--- src/hdl/assert_macros.svh ---
// ---------------------------------------------------------------------------
// assertion macros shared by the extent scanner
// ---------------------------------------------------------------------------
`ifndef ASSERT_MACROS_SVH
`define ASSERT_MACROS_SVH

// same-cycle implication, checked out of reset
`define SVX_ASSERT_NOW(label, clk, rst_n, ante, cons, msg) \
  label: assert property (@(posedge clk) disable iff (!rst_n) (ante) |-> (cons)) \
    else $error(msg);

// next-cycle implication, checked out of reset
`define SVX_ASSERT_NEXT(label, clk, rst_n, ante, cons, msg) \
  label: assert property (@(posedge clk) disable iff (!rst_n) (ante) |=> (cons)) \
    else $error(msg);

`endif

--- src/hdl/svx_pkg.sv ---
// ---------------------------------------------------------------------------
// svx_pkg
// types, codes and character helpers for the svg extent scanner
// ---------------------------------------------------------------------------
package svx_pkg;

  // result status codes
  localparam logic [1:0] ST_OK    = 2'd0;
  localparam logic [1:0] ST_NOT   = 2'd1;
  localparam logic [1:0] ST_TRUNC = 2'd2;

  // characters
  localparam logic [7:0] CH_LT    = 8'h3C;  // '<'
  localparam logic [7:0] CH_GT    = 8'h3E;  // '>'
  localparam logic [7:0] CH_QM    = 8'h3F;  // '?'
  localparam logic [7:0] CH_SLASH = 8'h2F;  // '/'
  localparam logic [7:0] CH_S     = 8'h73;  // 's'

  localparam int unsigned CLOSE_LEN = 5;    // length of "</svg"

  typedef enum logic [10:0] {
    PH_IDLE   = 11'b000_0000_0001,
    PH_LEAD   = 11'b000_0000_0010,
    PH_LT_A   = 11'b000_0000_0100,
    PH_DECL   = 11'b000_0000_1000,
    PH_BODY   = 11'b000_0001_0000,
    PH_POST   = 11'b000_0010_0000,
    PH_LT_B   = 11'b000_0100_0000,
    PH_NAME   = 11'b000_1000_0000,
    PH_TERM   = 11'b001_0000_0000,
    PH_SEARCH = 11'b010_0000_0000,
    PH_CLOSE  = 11'b100_0000_0000
  } phase_t;

  typedef struct packed {
    logic       valid;
    logic [7:0] data_byte;
    logic       first_byte;
    logic       last_byte;
  } in_word_t;

  typedef struct packed {
    logic        valid;
    logic [1:0]  status;
    logic [31:0] region_length;
  } res_word_t;

  function automatic logic [7:0] low_case(input logic [7:0] c);
    logic [7:0] r;
    r = c;
    if (c inside {[8'h41:8'h5A]}) r = c + 8'd32;
    return r;
  endfunction

  function automatic logic is_ws(input logic [7:0] c);
    return c inside {8'h20, [8'h09:8'h0D]};
  endfunction

  function automatic logic [7:0] xml_char(input logic [2:0] p);
    logic [7:0] r;
    case (p)
      3'd0:    r = 8'h78;
      3'd1:    r = 8'h6D;
      3'd2:    r = 8'h6C;
      default: r = 8'h00;
    endcase
    return r;
  endfunction

  function automatic logic [7:0] svg_char(input logic [2:0] p);
    logic [7:0] r;
    case (p)
      3'd0:    r = 8'h73;
      3'd1:    r = 8'h76;
      3'd2:    r = 8'h67;
      default: r = 8'h00;
    endcase
    return r;
  endfunction

  function automatic logic [7:0] close_char(input logic [2:0] p);
    logic [7:0] r;
    case (p)
      3'd0:    r = 8'h3C;
      3'd1:    r = 8'h2F;
      3'd2:    r = 8'h73;
      3'd3:    r = 8'h76;
      3'd4:    r = 8'h67;
      default: r = 8'h00;
    endcase
    return r;
  endfunction

endpackage

--- src/hdl/svx_in_stage.sv ---
// ---------------------------------------------------------------------------
// svx_in_stage
// input register: holds one byte word until the scan core takes it
// ---------------------------------------------------------------------------
module svx_in_stage (
  input  logic              clk,
  input  logic              rst_n,
  input  logic              in_valid,
  output logic              in_stall,
  input  logic [7:0]        in_data_byte,
  input  logic              in_first_byte,
  input  logic              in_last_byte,
  input  logic              adv,
  output svx_pkg::in_word_t word
);

  logic       valid_r, valid_nxt;
  logic [7:0] data_r;
  logic       first_r;
  logic       last_r;
  logic       take;

  assign in_stall  = valid_r && !adv;
  assign take      = in_valid && !in_stall;
  assign valid_nxt = take ? 1'b1 : (adv ? 1'b0 : valid_r);

  always_ff @(posedge clk) begin
    if (!rst_n) begin
      valid_r <= 1'b0;
    end else begin
      valid_r <= valid_nxt;
    end
  end

  always_ff @(posedge clk) begin
    if (take) begin
      data_r  <= in_data_byte;
      first_r <= in_first_byte;
      last_r  <= in_last_byte;
    end
  end

  assign word.valid      = valid_r;
  assign word.data_byte  = data_r;
  assign word.first_byte = first_r;
  assign word.last_byte  = last_r;

endmodule

--- src/hdl/svx_scan_core.sv ---
// ---------------------------------------------------------------------------
// svx_scan_core
// signature check and closing-tag search, one byte per cycle while the result register is free
// ---------------------------------------------------------------------------
module svx_scan_core #(
  parameter int LENGTH_BITS = 32
) (
  input  logic               clk,
  input  logic               rst_n,
  input  svx_pkg::in_word_t  word,
  input  logic               out_free,
  output logic               adv,
  output svx_pkg::res_word_t res
);

  svx_pkg::phase_t        phase_r, phase_nxt, ph_eff;
  logic [2:0]             match_r, match_nxt, p_eff, p_srch;
  logic [LENGTH_BITS-1:0] cnt_r, cnt_base, cnt_inc, hit_len;
  logic [63:0]            len_ext;
  logic [7:0]             c, lc;
  logic                   live, hit;
  logic [1:0]             hit_st;

  always_comb begin
    c        = word.data_byte;
    lc       = svx_pkg::low_case(word.data_byte);
    ph_eff   = word.first_byte ? svx_pkg::PH_LEAD : phase_r;
    p_eff    = word.first_byte ? 3'd0 : match_r;
    cnt_base = word.first_byte ? '0 : cnt_r;
    // count saturates at all ones
    cnt_inc  = (&cnt_base) ? cnt_base : cnt_base + {{(LENGTH_BITS-1){1'b0}}, 1'b1};
    live     = (ph_eff != svx_pkg::PH_IDLE);
    phase_nxt = ph_eff;
    match_nxt = p_eff;
    hit       = 1'b0;
    hit_st    = svx_pkg::ST_NOT;
    hit_len   = '0;
    p_srch    = 3'd0;

    case (ph_eff)
      svx_pkg::PH_LEAD, svx_pkg::PH_POST: begin
        if (!svx_pkg::is_ws(c)) begin
          if (c != svx_pkg::CH_LT) begin
            hit = 1'b1;
          end else begin
            phase_nxt = (ph_eff == svx_pkg::PH_LEAD) ? svx_pkg::PH_LT_A : svx_pkg::PH_LT_B;
          end
        end
      end
      svx_pkg::PH_LT_A: begin
        if (c == svx_pkg::CH_QM) begin
          phase_nxt = svx_pkg::PH_DECL;
          match_nxt = 3'd0;
        end else if (lc != svx_pkg::CH_S) begin
          hit = 1'b1;
        end else begin
          phase_nxt = svx_pkg::PH_NAME;
          match_nxt = 3'd1;
        end
      end
      svx_pkg::PH_LT_B: begin
        if (lc != svx_pkg::CH_S) begin
          hit = 1'b1;
        end else begin
          phase_nxt = svx_pkg::PH_NAME;
          match_nxt = 3'd1;
        end
      end
      svx_pkg::PH_DECL: begin
        if (p_eff > 3'd2 || lc != svx_pkg::xml_char(p_eff)) begin
          hit = 1'b1;
        end else if (p_eff == 3'd2) begin
          phase_nxt = svx_pkg::PH_BODY;
          match_nxt = 3'd0;
        end else begin
          match_nxt = p_eff + 3'd1;
        end
      end
      svx_pkg::PH_BODY: begin
        // the match position marks a pending '?'
        if (p_eff != 3'd0 && c == svx_pkg::CH_GT) begin
          phase_nxt = svx_pkg::PH_POST;
          match_nxt = 3'd0;
        end else begin
          match_nxt = (c == svx_pkg::CH_QM) ? 3'd1 : 3'd0;
        end
      end
      svx_pkg::PH_NAME: begin
        if (p_eff > 3'd2 || lc != svx_pkg::svg_char(p_eff)) begin
          hit = 1'b1;
        end else if (p_eff == 3'd2) begin
          phase_nxt = svx_pkg::PH_TERM;
          match_nxt = 3'd0;
        end else begin
          match_nxt = p_eff + 3'd1;
        end
      end
      svx_pkg::PH_TERM: begin
        if (!(svx_pkg::is_ws(c) || c == svx_pkg::CH_GT || c == svx_pkg::CH_SLASH)) begin
          hit = 1'b1;
        end else begin
          phase_nxt = svx_pkg::PH_SEARCH;
          match_nxt = 3'd0;
        end
      end
      svx_pkg::PH_SEARCH: begin
        if (p_eff < 3'(svx_pkg::CLOSE_LEN) && lc == svx_pkg::close_char(p_eff)) begin
          p_srch = p_eff + 3'd1;
        end else begin
          p_srch = (lc == svx_pkg::CH_LT) ? 3'd1 : 3'd0;
        end
        if (p_srch >= 3'(svx_pkg::CLOSE_LEN)) begin
          phase_nxt = svx_pkg::PH_CLOSE;
          match_nxt = 3'd0;
        end else begin
          match_nxt = p_srch;
        end
      end
      svx_pkg::PH_CLOSE: begin
        if (c == svx_pkg::CH_GT) begin
          hit     = 1'b1;
          hit_st  = svx_pkg::ST_OK;
          hit_len = cnt_inc;
        end
      end
      default: begin
        phase_nxt = svx_pkg::PH_IDLE;
      end
    endcase

    // end of blob with the region still open
    if (live && !hit && word.last_byte) begin
      hit = 1'b1;
      if (phase_nxt == svx_pkg::PH_SEARCH || phase_nxt == svx_pkg::PH_CLOSE) begin
        hit_st  = svx_pkg::ST_TRUNC;
        hit_len = cnt_inc;
      end
    end

    if (hit) begin
      phase_nxt = svx_pkg::PH_IDLE;
      match_nxt = 3'd0;
    end
  end

  assign len_ext           = 64'(hit_len);
  assign res.valid         = word.valid && live && hit;
  assign res.status        = hit_st;
  assign res.region_length = len_ext[31:0];
  assign adv               = word.valid && (!(live && hit) || out_free);

  always_ff @(posedge clk) begin
    if (!rst_n) begin
      phase_r <= svx_pkg::PH_IDLE;
      match_r <= 3'd0;
      cnt_r   <= '0;
    end else if (adv) begin
      phase_r <= phase_nxt;
      match_r <= match_nxt;
      if (live) begin
        cnt_r <= cnt_inc;
      end
    end
  end

endmodule

--- src/hdl/svx_out_stage.sv ---
// ---------------------------------------------------------------------------
// svx_out_stage
// result register: holds a status word until the sink takes it
// ---------------------------------------------------------------------------
module svx_out_stage (
  input  logic               clk,
  input  logic               rst_n,
  input  svx_pkg::res_word_t res,
  input  logic               adv,
  output logic               out_free,
  output logic               out_valid,
  input  logic               out_stall,
  output logic [1:0]         out_status,
  output logic [31:0]        out_region_length
);

  logic        valid_r, valid_nxt;
  logic [1:0]  status_r;
  logic [31:0] len_r;
  logic        load;

  assign out_free  = !valid_r || !out_stall;
  assign load      = adv && res.valid;
  assign valid_nxt = load ? 1'b1 : (valid_r && out_stall);

  always_ff @(posedge clk) begin
    if (!rst_n) begin
      valid_r <= 1'b0;
    end else begin
      valid_r <= valid_nxt;
    end
  end

  always_ff @(posedge clk) begin
    if (load) begin
      status_r <= res.status;
      len_r    <= res.region_length;
    end
  end

  assign out_valid         = valid_r;
  assign out_status        = status_r;
  assign out_region_length = len_r;

endmodule

--- src/hdl/svg_extent_scanner_top.sv ---
// ---------------------------------------------------------------------------
// svg_extent_scanner_top
// finds the extent of an svg document in a byte stream
// ---------------------------------------------------------------------------
// One byte word a cycle, while in_stall is low, enters an input register; the scan core checks the
// signature (leading whitespace, optional xml declaration, "<svg") and then searches for "</svg" and
// '>', all combinationally from that register, and a region's single status word lands in the result
// register. Throughput is one byte per cycle while the result register is free, set by the
// registered state update of the scan core; a status word follows its byte through the input
// register and then the result register. A region gives complete, not svg or truncated; the
// length counts through the closing '>' and saturates at 2^LENGTH_BITS-1, low 32 bits shown.
module svg_extent_scanner_top #(
  parameter int LENGTH_BITS = 32
) (
  input  logic        clk,
  input  logic        rst_n,
  input  logic        in_valid,
  output logic        in_stall,
  input  logic [7:0]  in_data_byte,
  input  logic        in_first_byte,
  input  logic        in_last_byte,
  output logic        out_valid,
  input  logic        out_stall,
  output logic [1:0]  out_status,
  output logic [31:0] out_region_length
);

`include "assert_macros.svh"

  svx_pkg::in_word_t  word;
  svx_pkg::res_word_t res;
  logic               adv;
  logic               out_free;

  svx_in_stage u_in (
    .clk           (clk),
    .rst_n         (rst_n),
    .in_valid      (in_valid),
    .in_stall      (in_stall),
    .in_data_byte  (in_data_byte),
    .in_first_byte (in_first_byte),
    .in_last_byte  (in_last_byte),
    .adv           (adv),
    .word          (word)
  );

  svx_scan_core #(
    .LENGTH_BITS (LENGTH_BITS)
  ) u_core (
    .clk      (clk),
    .rst_n    (rst_n),
    .word     (word),
    .out_free (out_free),
    .adv      (adv),
    .res      (res)
  );

  svx_out_stage u_out (
    .clk               (clk),
    .rst_n             (rst_n),
    .res               (res),
    .adv               (adv),
    .out_free          (out_free),
    .out_valid         (out_valid),
    .out_stall         (out_stall),
    .out_status        (out_status),
    .out_region_length (out_region_length)
  );

  // stall only while a word sits in the input register
  `SVX_ASSERT_NOW(a_stall_held, clk, rst_n, in_stall, word.valid, "stall with empty input register")
  // a not-svg status carries no length
  `SVX_ASSERT_NOW(a_not_len, clk, rst_n, out_valid && out_status == svx_pkg::ST_NOT, out_region_length == 32'd0, "not-svg status with nonzero length")
  // a status word from the core is only taken into a free result register
  `SVX_ASSERT_NOW(a_no_overrun, clk, rst_n, adv && res.valid, out_free, "result register overrun")
  // a word that ends a region leaves the core idle
  `SVX_ASSERT_NEXT(a_idle_after, clk, rst_n, adv && res.valid, u_core.phase_r == svx_pkg::PH_IDLE, "core not idle after result")

endmodule
--- config.mk ---
export PLATFORM = sky130hd
export DESIGN_NAME = svg_extent_scanner_top
export DESIGN_NICKNAME = d
export VERILOG_FILES = /design/src/hdl/svx_pkg.sv /design/src/hdl/svx_in_stage.sv /design/src/hdl/svx_scan_core.sv /design/src/hdl/svx_out_stage.sv /design/src/hdl/svg_extent_scanner_top.sv
export VERILOG_INCLUDE_DIRS = /design/src /design/src/hdl
export SDC_FILE = /design/constraint.sdc
export NUM_CORES = 1
export LEC_CHECK = 0
export BUFFER_PORTS_ARGS = -buffer_cell sky130_fd_sc_hd__clkbuf_2
export CORE_MARGIN = 2
export CORE_UTILIZATION = 45
export CTS_CLUSTER_SIZE = 14
export DETAILED_ROUTE_END_ITERATION = 10
export GPL_ROUTABILITY_DRIVEN = 0
export GPL_TIMING_DRIVEN = 1
export SYNTH_ARGS = -nofsm -noshare
export SYNTH_HDL_FRONTEND = slang
export SYNTH_SLANG_ARGS = --single-unit
--- constraint.sdc ---
create_clock -name clk -period 11.3 [get_ports clk]
set_input_delay 1.695 -clock clk [delete_from_list [all_inputs] [get_ports clk]]
set_output_delay 1.695 -clock clk [all_outputs]
set_load 0.03 [all_outputs]
==> results.txt, run 1 <==
status - completed
Primary FF master, synth - dfxtp_1
Final Util - 50.7%
leakage power - 2.12 nW
Synth Area in Compound Gates - 17.8%
I/O pin cnt - 50
Net Count, Synth - 702
GR Overflow Total - 0
dpl ws - 6.61 ns
clk sink count - 92
Clock Latency Late Sink - 0.35 ns
f_max - 195 MHz
Setup WS post-layout - 6.16 ns
synthesized area per cell - 8.54 µm²
Post-CTS Setup Inserts - 0
Die X - 118 µm
sequential area share after synthesis - 39.0%
fin nets - 722
combinational family with the most area after synthesis - simple AND/OR/NAND/NOR gates
initial antenna violation count - 0
Core Area - 12700 µm²
most common library cells after synthesis - 82 x nand2_1, 82 x nor2_1, 48 x dfxtp_1
critical path data arrival time - 3.44 ns
Setup Total Neg Slack - 0 ns
# setup viols final - 0
CTS Buffer Depth - 2
diodes inserted - 0
hold_buf cts - 0
Vias per Instance - 5.92
antenna viol nets, final - 0
TritonCTS clock tree - built
area share of the largest cell type after synthesis - 22.6%
mux cell area share after synthesis - 0.856%
total track usage - 20.5%
drt drc - 0
synth top area cells - edfxtp_1 23%, dfxtp_1 16%, nand2_1 5.3%
vias in the first global route - 4912
Synth cell types - 84
Worst-path clk slew - 0.07 ns
Total Power - 0.000732 W
maximum VDD drop - 58.9 µV
Final min period - 5.14 ns
area share of and/or/nand/nor cells after synthesis - 31.5%
area growth from synthesis to layout - 9.87%
HPWL Detailed - 9610 µm
RSZ-0062 raised after global routing - false
Routed WL - 14000 µm
H-tree depth - 3
input/output buffers - 49
total CTS buffers - 9
PwrDens - 114 nW/µm²
post-route cell area - 6420 µm²
met2 Use GR - 34.7%
WP data required - 9.61 ns
die area - 13900 µm²
Post-Syn Instances - 685
CP startpoint kind - flip-flop
Synth Area in XOR/XNOR - 5.39%
Netlist Area Pre-Place - 5850 µm²
Pins Over Slew Limit - 0
post-route clock period utilization - 45.5%
worst slew pin tran - 1.01 ns
max_cap viols - 0
post-cts sizing count - 0
Filler cells - 1208
Yosys warnings - 0
Post-synth EDFFs - 44
average wire per standard cell - 15.9 µm
worst hold path type - reg -> reg
Async SR Flop Fraction - 0%
Final Hold Fails - 0
worst-path fanout max - 61
CTS root buffer - clkbuf_16
FF+latch count, synth - 92
largest net degree at the start of global routing - 62
Slew HR - 32.4%
gr busiest metal - met2
via count - 5223
1st-pass router iterations - 5
# rows - 41
clk_skew - 0.00744 ns
first-pass GRT wire length - 23600 µm
met3 Track Usage GR - 2.66%
Initial Util - 46.1%
Die Y - 118 µm
share of cells above drive strength 1 - 15.1%
met1 Use GR - 25.2%
Post-DP Area - 6140 µm²
initial drt markers - 379
Crit. End Element - output pin
Setup CP Type - reg -> out
Adder-Cell Fraction of Synth Area - 0.642%
Yosys top cell by area - edfxtp_1
[path summary, 6_finish.rpt]
kind / start / end / slack [ns] / depth (start not counted)
hold / removal: u_core.cnt_r[26] / u_core.cnt_r[26] / 0.49 / 2
hold reg to reg: u_core.cnt_r[26] / u_core.cnt_r[26] / 0.49 / 2
setup reg to reg: u_in.data_r[4] / u_in.data_r[0] / 7.25 / 9
setup / recovery: u_in.first_r / in_stall / 6.16 / 9
[routing by layer]
| metal | vias up | wire (µm) |
|---|---|---|
| met5 | - | 0 |
| met4 | 0 | 569 |
| met3 | 45 | 681 |
| met2 | 171 | 6780 |
| met1 | 2464 | 6000 |
| li1 | 2543 | - |
[stage by stage]
stage / hold WS, ns / cells
finish: 0.491 / 882
global placement: 0.461 / 866
global route: 0.521 / 882
detailed placement: 0.477 / 866
CTS: 0.492 / 882
floorplan: 0.443 / 685
[cells in the final DEF (no fill, tap or decap), types with 9 or more instances in the layout]
cell type and n:
nand4_1 18, nand3_1 20, nor2b_1 19, clkbuf_2 49, inv_1 15, and3_1 10, nand2_1 82, o211ai_1 9
nand3b_1 11, clkbuf_16 9, xnor2_1 28, nor4_1 9, nor3_1 26, a21oi_1 21, o22ai_1 14, dfxtp_1 48
or3_1 9, nor2_1 81, edfxtp_1 44, o21ai_0 24
[state kept, by name, summed over array words and instances (netlist names)]
register,cells
u_core.cnt_r,32
u_out.out_region_length,32
u_core.phase_r,11
u_in.data_r,8
u_core.match_r,3
u_out.out_status,2
u_in.first_r,1
u_in.last_r,1
u_in.valid_r,1
u_out.out_valid,1
[kinds of logic (layout without fill, tap and decap cells)]
family	after synthesis	after routing
compound gates	144	144
xor+xnor	36	36
fa+ha+maj	3	3
mux	5	5
buf+inv	60	85
simple gates	345	345
flops	92	92
[worst max-delay path: stages, from the launching register on]
cell and delay [ns]:
edfxtp_1 0.37, buf_4 0.33, nor3_1 0.51, o2111ai_1 0.31
nor3b_1 0.42, o21ai_0 0.25, nand2_1 0.18, nor2_2 0.14
nor3_1 0.29, clkbuf_2 0.27
[where the power goes]
part | leakage, nW | internal [W] | total (W) | switching [W]
logic | 1.23 | 0.0000205 | 0.0000687 | 0.0000482
registers | 0.751 | 0.000358 | 0.000367 | 0.00000843
clock network | 0.142 | 0.000162 | 0.000297 | 0.000135
[final cells by class]
class | instances | area [µm²] | share of cell area, %
flip-flops and latches | 92 | 2280 | 35.5
clock buffers | 11 | 253 | 3.93
clock inverters | 5 | 35.0 | 0.545
well taps | 172 | 215 | 3.35
repair buffers | 54 | 283 | 4.40
multi-input cells | 533 | 3300 | 51.4
inverters | 15 | 56.3 | 0.877
Power figures use the tool's default switching activity.
==> run 2, diff against run 1 <==
- clock period: 11.3 -> 4.9 ns (I/O delays scaled with it)
==> run 2 against run 1 <==
Compared with the run above: cell area increased by 0.78%; clock skew about the same; sequential power increased by 130%; highest routed layer unchanged; cell count increased by 0.34%.
==> results.txt, run 2 (synthesis results as in run 1) <==
Final Hold Fails - 0 (unchanged)
largest net degree at the start of global routing - 39 (was 62)
Internal Pwr Total - 0.00132 W (was 0.000541 W)
Routed WL - 14400 µm (was 14000 µm)
Pins Over Slew Limit - 0 (unchanged)
switching fraction of total power - 25.0% (was 26.2%)
Slew HR - 38.8% (was 32.4%)
Die X - 118 µm (unchanged)
Post-CTS Setup Inserts - 0 (unchanged)
status - completed (unchanged)
first-pass GRT wire length - 24200 µm (was 23600 µm)
drt drc - 0 (unchanged)
HPWL Detailed - 10000 µm (was 9610 µm)
dpl ws - 1.03 ns (was 6.61 ns)
Cells after DPL - 869 (was 866)
RSZ-0062 raised after global routing - false (unchanged)
commonest non-fill, non-tap cells in the layout - 82 x nand2_1, 81 x nor2_1, 49 x clkbuf_2 (unchanged)
area growth from synthesis to layout - 10.7% (was 9.87%)
max_cap viols - 0 (unchanged)
# setup viols final - 0 (unchanged)
post-cts sizing count - 0 (unchanged)
leakage power - 2.15 nW (was 2.12 nW)
crit-path cells - nor3_1, o2111ai_1, nor3b_1, o21ai_0, nand2_1, nor2_2, nor3_1, clkbuf_2 (was buf_4, nor3_1, o2111ai_1, nor3b_1, o21ai_0, nand2_1, nor2_2, nor3_1, clkbuf_2)
Setup Total Neg Slack - 0 ns (unchanged)
die area - 13900 µm² (unchanged)
initial antenna violation count - 0 (unchanged)
met1 Use GR - 26.3% (was 25.2%)
input/output buffers - 49 (unchanged)
via count - 5168 (was 5223)
WP data required - 4.16 ns (was 9.61 ns)
sequential share of power - 48.1% (was 50.1%)
clk_skew - 0.00711 ns (was 0.00744 ns)
Setup WS post-layout - 0.648 ns (was 6.16 ns)
met3 Track Usage GR - 4.46% (was 2.66%)
CTS Buffer Depth - 2 (unchanged)
post-route clock period utilization - 86.8%
Finished Layout Cells - 885 (was 882)
Critical Path Most Common Cell - nor3_1 (unchanged)
gr busiest metal - met2 (unchanged)
Register Area - 2280 µm² (unchanged)
Filler cells - 1228 (was 1208)
I/O pin cnt - 50 (unchanged)
hold_buf cts - 0 (unchanged)
CP startpoint kind - flip-flop (unchanged)
Initial Util - 46.1% (unchanged)
area of the multi-input gates - 3300 µm² (unchanged)
clock share of power - 42.8% (was 40.5%)
worst hold path type - reg -> reg (unchanged)
clk sink count - 92 (unchanged)
Setup CP Type - reg -> out (unchanged)
f_max - 235 MHz
share of cells above drive strength 1 - 15.1% (about the same)
Crit. End Element - output pin (unchanged)
Core Area - 12700 µm² (unchanged)
worst slew pin tran - 0.918 ns (was 1.01 ns)
GR Overflow Total - 0 (unchanged)
commonest non-fill, non-tap cell in the layout - nand2_1 (unchanged)
Logic pwr share - 9.1% (was 9.4%)
maximum VDD drop - 132 µV (was 58.9 µV)
met2 Use GR - 36.3% (was 34.7%)
average wire per standard cell - 16.3 µm (was 15.9 µm)
worst-path fanout max - 24 (was 61)
total track usage - 21.4% (was 20.5%)
Final min period - 4.25 ns
vias in the first global route - 4986 (was 4912)
Worst-path clk slew - 0.06 ns (was 0.07 ns)
antenna viol nets, final - 0 (unchanged)
slowest CP cell - edfxtp_1 (was nor3_1)
PwrDens - 272 nW/µm² (was 114 nW/µm²)
fin nets - 725 (was 722)
H-tree depth - 3 (unchanged)
slowest stage delay, CP - 0.76 ns (was 0.51 ns)
initial drt markers - 447 (was 379)
critical path data arrival time - 3.52 ns (was 3.44 ns)
Clock Latency Late Sink - 0.35 ns (about the same)
diodes inserted - 0 (unchanged)
# rows - 41 (unchanged)
Die Y - 118 µm (unchanged)
1st-pass router iterations - 5 (unchanged)
total CTS buffers - 9 (unchanged)
net switching power - 0.000441 W (was 0.000192 W)
TritonCTS clock tree - built (unchanged)
CTS root buffer - clkbuf_16 (unchanged)
Vias per Instance - 5.84 (was 5.92)
==> run 2: layer usage <==
layer | vias to the layer above | routed length, µm
li1 | 2563 | -
met1 | 2396 | 6170
met2 | 176 | 7020
met3 | 33 | 797
met4 | 0 | 430
met5 | - | 0
==> run 2: path summary, 6_finish.rpt <==
kind                         from          endpoint  slack [ns]  depth (start not counted)
setup / recovery     u_in.first_r          in_stall        0.65                          8
hold reg to reg   u_core.cnt_r[9]   u_core.cnt_r[9]        0.50                          2
setup reg to reg     u_in.first_r  u_core.cnt_r[19]        0.92                         11
hold / removal    u_core.cnt_r[9]   u_core.cnt_r[9]        0.50                          2
==> run 2: power by group through the flow <==
stage | registers [W] | logic, W | clock network (W)
6_report | 0.000849 | 0.000160 | 0.000755
3_5_place_dp | 0.000865 | 0.000160 | 0
5_1_grt | 0.000852 | 0.000173 | 0.000807
4_1_cts | 0.000848 | 0.000160 | 0.000769
2_1_floorplan | 0.000884 | 0.0000973 | 0
3_3_place_gp | 0.000865 | 0.000158 | 0
==> run 2: area by class of cell <==
cell class	instances	area share, %
clock buffer	10	3.54
clock inverter	6	1.33
multi-input combinational	533	51.0
tap	172	3.32
timing repair buffer	57	4.72
inverter	15	0.870
sequential	92	35.3
==> run 2: metrics by stage <==
step	utilization, %	power, W	instance area, µm²	hold WS [ns]
6_report	51.1	0.00176	6470	0.497
5_1_grt	51.1	0.00183	6470	0.513
4_1_cts	51.1	0.00178	6470	0.495
3_5_place_dp	48.6	0.00103	6160	0.477
3_3_place_gp	48.6	0.00102	6160	0.462
2_1_floorplan	-	0.000981	5850	0.443
==> run 2: worst max-delay path: cells and delay by family, from the launching register on <==
kind | cells | cell delay (ns)
AO/OA/AOI/OAI | 2 | 0.52
buffers and inverters | 1 | 0.27
flip-flops | 1 | 0.76
AND/OR/NAND/NOR | 5 | 1.61
